--- src/design/pip_pkg.sv ---
// Shared types and codes for the point-in-polygon test block.
package pip_pkg;

	localparam logic OP_WRITE = 1'b0;
	localparam logic OP_QUERY = 1'b1;

	typedef enum logic [2:0] {
		ST_IDLE,
		ST_SEED,
		ST_WALK,
		ST_DRAIN,
		ST_DONE
	} state_t;

	// Sequencer to edge datapath, aligned with the RAM read data
	typedef struct packed {
		logic clear;     // query accepted: latch point, zero parity
		logic seed_vld;  // read data is the closing vertex (j of the first edge)
		logic edge_vld;  // read data is vertex i of an edge
	} ctrl_t;

endpackage

--- src/design/pip_ctrl.sv ---
// Query sequencer: issues vertex reads for one query and frames the result beat.
module pip_ctrl
	import pip_pkg::*;
#(
	parameter int MAX_VERTICES = 64
) (
	input  logic                            clk,
	input  logic                            arst_n,
	input  logic                            query_go,
	input  logic [6:0]                      vertex_count,
	input  logic                            dp_busy,
	output logic                            busy,
	output logic                            done,
	output logic                            rd_en,
	output logic [$clog2(MAX_VERTICES)-1:0] rd_addr,
	output ctrl_t                           ctrl
);

	localparam int AW = $clog2(MAX_VERTICES);
	localparam int CW = $clog2(MAX_VERTICES + 1);

	state_t          state_q, state_d;
	logic [CW-1:0]   n_q;
	logic [CW-1:0]   n_m1;
	logic [AW-1:0]   idx_q;
	logic            last_idx;
	logic            seed_q, edge_q;
	logic [CW-1:0]   n_clamp;

	assign n_clamp = (32'(vertex_count) > MAX_VERTICES) ? CW'(MAX_VERTICES)
	                                                     : CW'(vertex_count);
	assign n_m1     = n_q - CW'(1);
	assign last_idx = (CW'(idx_q) == n_m1);

	always_comb begin
		state_d = state_q;
		case (state_q)
			ST_IDLE: begin
				if (query_go) begin
					state_d = (n_clamp == '0) ? ST_DONE : ST_SEED;
				end
			end
			ST_SEED:  state_d = ST_WALK;
			ST_WALK: begin
				if (last_idx) begin
					state_d = ST_DRAIN;
				end
			end
			ST_DRAIN: begin
				if (!edge_q && !dp_busy) begin
					state_d = ST_DONE;
				end
			end
			ST_DONE:  state_d = ST_IDLE;
			default:  state_d = ST_IDLE;
		endcase
	end

	always_comb begin
		busy    = 1'b1;
		done    = 1'b0;
		rd_en   = 1'b0;
		rd_addr = idx_q;
		case (state_q)
			ST_IDLE:  busy = 1'b0;
			ST_SEED: begin
				rd_en   = 1'b1;
				rd_addr = n_m1[AW-1:0];
			end
			ST_WALK:  rd_en = 1'b1;
			ST_DRAIN: rd_en = 1'b0;
			ST_DONE:  done = 1'b1;
			default:  busy = 1'b1;
		endcase
	end

	always_ff @(posedge clk or negedge arst_n) begin
		if (!arst_n) begin
			state_q <= ST_IDLE;
			n_q     <= '0;
			idx_q   <= '0;
			seed_q  <= 1'b0;
			edge_q  <= 1'b0;
		end else begin
			state_q <= state_d;
			seed_q  <= (state_q == ST_SEED);
			edge_q  <= (state_q == ST_WALK);
			if (state_q == ST_IDLE && query_go) begin
				n_q <= n_clamp;
			end
			if (state_q == ST_WALK) begin
				idx_q <= idx_q + AW'(1);
			end else begin
				idx_q <= '0;
			end
		end
	end

	assign ctrl.clear    = (state_q == ST_IDLE) && query_go;
	assign ctrl.seed_vld = seed_q;
	assign ctrl.edge_vld = edge_q;

endmodule

--- config.mk ---
export PLATFORM = sky130hd
export DESIGN_NAME = pip_ctrl
export DESIGN_NICKNAME = d
export VERILOG_FILES = /design/src/design/pip_pkg.sv /design/src/design/pip_ctrl.sv
export SDC_FILE = /design/constraint.sdc
export NUM_CORES = 1
export LEC_CHECK = 0
export BUFFER_PORTS_ARGS = -buffer_cell sky130_fd_sc_hd__clkbuf_2
export CAP_MARGIN = 10
export CORE_MARGIN = 2
export CORE_UTILIZATION = 30
export CTS_BUF_LIST = sky130_fd_sc_hd__clkbuf_4
export DETAILED_ROUTE_END_ITERATION = 8
export GPL_TIMING_DRIVEN = 0
export SETUP_SLACK_MARGIN = 0.4
export SLEW_MARGIN = 10
export SYNTH_ARGS = -nofsm -noshare
export SYNTH_HDL_FRONTEND = slang
export SYNTH_SLANG_ARGS = --single-unit
--- constraint.sdc ---
create_clock -name clk -period 1.6 [get_ports clk]
set_clock_uncertainty 0.05 [all_clocks]
set_input_delay 0.24 -clock clk [delete_from_list [all_inputs] [get_ports clk]]
set_output_delay 0.24 -clock clk [all_outputs]
set_load 0.01 [all_outputs]
# Word-level counts from Yosys, hierarchy flattened
# Cells that the tools add are included.
# totals
out_inout_bits	12
rom_bits	0
word_cells	35
in_bits	11
mem_bits_rw	0
memories	0
reg_bits	18
latchBits	0
# classes
n_eq_ne	8
add_sub_neg	2
n_reduce_logical	8
div	0
n_bitwise	0
order_cmp	1
n_shift	0
multipliers	0
mux	11
# op_table
cell	count
$mux 3	4
$mux 6	2
$pmux 3 s4	1
$eq 6x7->1	1
$gt 7x7->1 const B	1
$logic_not 7->1	1
$mux 7	1
$sub 7x1->7 const B	1
$add 6x1->6 const B	1
$eq 3x2->1 const B	2
$ne 2x2->1 const B	3
$eq 3x1->1 const B	1
$eq 3x3->1 const B	1
$logic_not 3->1	1
$mux 1	3
$reduce_and 3->1	1
$logic_and 1x1->1	2
$logic_not 1->1	2
$reduce_or 2->1	1

# Logic depth before layout (Yosys ltp)
# logic_depth
depth_word	6
mapped_depth	7

# Worst setup path before layout
# No wires, ideal clock.
# synth_path
path_kind	flip-flop to flip-flop
startpoint	reg n_q[0]
endpoint	reg state_q[0]
n_path_buf	0
path_slack_ps	-49
setup_time_ps	86
t_required_ps	1464
arrival_time_ps	1513
period_less_slack_ps	1649
path_stages_with_launch	8
path_cell_list	dfrtp_1 -> inv_1 -> ha_1 -> nor3b_4 -> mux2i_1 -> mux2i_1 -> o21a_1 -> o221ai_2
# synth_between
elab_chain_cells	4
# synth_rtl
element	line	source
start, declared	pip_ctrl.sv:23	logic [CW-1:0] n_q;
start signal, assigned	pip_ctrl.sv:89	n_q <= n_clamp;
$sub 7x1->7	pip_ctrl.sv:32	assign n_m1 = n_q - CW'(1);
$eq 6x7->1	pip_ctrl.sv:33	assign last_idx = (CW'(idx_q) == n_m1);
$ne 2x2->1 (no line)	-	
$reduce_and 3->1 (no line)	-	
end signal, assigned	pip_ctrl.sv:85	state_q <= state_d;
end, declared	pip_ctrl.sv:22	state_t state_q, state_d;
# No other way between the ends.
# A chain may end at the register's enable or synchronous reset.

# Final worst setup path
# layout_path
startpoint	reg state_q[2]
endpoint	out rd_addr[5]
# layout_between
elab_chain_cells	2
# layout_rtl
element	line	source
$eq 3x1->1	pip_ctrl.sv:64	case (state_q)
$mux 6	pip_ctrl.sv:64	
end, declared	pip_ctrl.sv:15	output logic [$clog2(MAX_VERTICES)-1:0] rd_addr,
# No other way between the ends.

==> flow_summary.json <==
{
  "run_status": "finished with violations",
  "violations": "setup timing",
  "ant_nets": 0,
  "nets": 186,
  "tightest_slew_ns": 0.4454,
  "hold_viol": 0,
  "clock_sinks": 18,
  "synth_top_area_share": 0.4171,
  "synth_area_leaders": "dfrtp_1, xnor2_1, nand2_1",
  "synth_compound_area_frac": 0.08691,
  "final_cell_mix": "buf_6, buf_4, clkbuf_2",
  "vias_per_cell": 4.560,
  "die-area_mm2": 0.004095,
  "synth_fa_ha_area_frac": 0.02317,
  "grt_pass1_wl_mm": 4.409,
  "grt.total_usage": 0.1373,
  "cts_root_buf": "clkbuf_4",
  "ys_types": 32,
  "num_rows": 21,
  "synthCells": 116,
  "critPathRequiredTime_ns": 1.31,
  "dr.pass1.iters": 4,
  "crit_path_max_fanout": 5,
  "grt_overflow": 0,
  "numCtsBuffers": 3,
  "slew_headroom": 0.7031,
  "synthFlopType": "dfrtp_1",
  "p_leak_uw": 0.0008055,
  "n_antenna_cell": 0,
  "post-route-worst-setup-slack_ns": -0.2898,
  "grt_pass1_vias": 984,
  "synth_top_family_by_area": "simple AND/OR/NAND/NOR gates",
  "cap_violations": 0,
  "min_period_over_period": 1.181,
  "hold_path.class": "primary input to register",
  "drtIter0Drc": 53,
  "layout-drive-gt1-share": 0.6105,
  "drc_errors": 0,
  "fmax_mhz": 529.2,
  "synth_mux_area_frac": 0.01854,
  "synth_top_area_cell": "dfrtp_1",
  "synth-edff-count": 0,
  "wirelength_mm": 2.882,
  "netlist_area_mm2": 0.001080,
  "areaGrowthSynthToFinish_pct": 66.98,
  "initial_core_util": 0.3186,
  "die_w_um": 64.00,
  "synth_fp_nets": 129,
  "critPathKind": "register to primary output",
  "async_flop_share": 1.000,
  "powerDensity_mw_per_mm2": 1754,
  "yosys_warnings": 0,
  "maxSlewViolCount": 0,
  "port_buffers": 22,
  "worstPathArrival_ns": 1.60,
  "synth_seq_cells": 18,
  "yosys.area_share.simple": 0.2654,
  "endpoint_kind": "primary output",
  "start_kind": "register",
  "dieHeight_um": 64.00,
  "cts_htree_levels": 1,
  "synth-xor-area-share": 0.1298,
  "vias": 994,
  "ioPinCount": 23,
  "rsz0062_at_grt": "yes",
  "syn_avg_cell_area_um2": 9.309,
  "dp_hpwl_mm": 1.677,
  "gp_congestion": 0.7490,
  "clk_latency_ns": 0.30,
  "clk_path_buf_depth": 2,
  "routedWlPerCell_um": 13.22,
  "grt_max_degree": 19,
  "cts_tree": "built",
  "antenna_found_initial": 0,
  "yosysSeqAreaShare": 0.4171,
  "post-place-ws_ns": -0.2214,
  "clkSlewWorstSetupHoldPaths_ns": 0.11,
  "peakVddDrop_mv": 0.5982,
  "finalSetupViolations": 15,
  "final_util": 0.5319,
  "core_mm2": 0.003390,
  "period_needed_ns": 1.890
}
-- repair_timing --
item,CTS,global route
resized for setup,33,45
endpoints found under the setup margin,21,23
endpoints found under the hold margin,18,0
pin swaps,9,13
cloned,2,0
hold buffers,1,0
setup buffers,17,10
-- cell usage after synthesis (2+ instances only) --
library cell	instances
xor2_1	6
nor3_1	3
ha_1	2
o21ai_0	10
buf_4	2
xnor2_1	10
nand2_1	19
nand3b_1	3
nor2_1	10
o21ai_1	3
mux2i_1	2
dfrtp_1	18
nand3_1	2
nand2b_1	4
inv_1	5
-- worst max-delay path, stage by stage (launching register included) --
cell and delay, ns:
dfrtp_2 0.42, or3b_4 0.44, clkbuf_16 0.19, nand2_2 0.07, o21ai_2 0.05, buf_2 0.14
-- metrics by stage --
step / hold slack [ns] / power, uW / instance area (um^2) / std cells / setup TNS [ns]
6_report: 0.1267 / 3163 / 1803 / 218 / -2.426
4_1_cts: 0.1235 / 2739 / 1588 / 208 / -1.953
2_1_floorplan: -0.1056 / 1713 / 1140 / 116 / -0.03917
3_5_place_dp: 0.1574 / 2015 / 1308 / 184 / -0.5186
5_1_grt: 0.1319 / 3382 / 1803 / 218 / -3.285
3_3_place_gp: 0.1511 / 1984 / 1308 / 184 / -0.3854
-- area by class of cell --
class	instances	area (um^2)
buffer	5	73.82
clock buffer	3	22.52
clock inverter	1	3.754
fill	297	1587
inverter	5	18.77
multi-input combinational	88	755.7
sequential	18	457.9
tap	46	57.56
timing repair buffer	52	412.9
-- routing by layer --
layer / up-vias / global-route usage / part of all wire
met5: - / 0 / 0
met4: 0 / 0.03261 / 0.0066
met3: 2 / 0.03697 / 0.035
met2: 18 / 0.2461 / 0.56
met1: 475 / 0.1614 / 0.40
li1: 499 / - / -
-- path summary, 6_finish.rpt --
kind / from / to / slack (ns) / cells after the start
min in group asynchronous: arst_n / idx_q[4] / 0.35 / 2
hold reg to reg: n_q[6] / n_q[6] / 0.47 / 2
hold / removal: vertex_count[4] / n_q[4] / 0.13 / 3
max in group asynchronous: arst_n / n_q[2] / 0.82 / 2
setup / recovery: state_q[2] / rd_addr[5] / -0.29 / 5
setup reg to reg: n_q[0] / state_q[0] / -0.21 / 8
-- registers in the layout, indices dropped and copies added, names as in the netlist --
signal,cells
seed_q,1
state_q,3
n_q,7
edge_q,1
idx_q,6
-- logic make-up (layout without fill, tap and decap cells) --
| logic type | Yosys count | after routing |
|---|---|---|
| flops | 18 | 18 |
| mux | 2 | 2 |
| xor+xnor | 16 | 16 |
| fa+ha+maj | 2 | 2 |
| buf+inv | 10 | 66 |
| compound gates | 16 | 16 |
| simple gates | 52 | 52 |
-- where the power goes --
part / switching (uW) / total (uW) / leakage [uW] / internal, uW
Sequential: 223 / 832 / 0.000226 / 609
Clock: 149 / 240 / 0.0000154 / 90.9
Combinational: 902 / 2090 / 0.000564 / 1190
Total: 1270 / 3160 / 0.000805 / 1890
(Power assumes the default switching activity.)
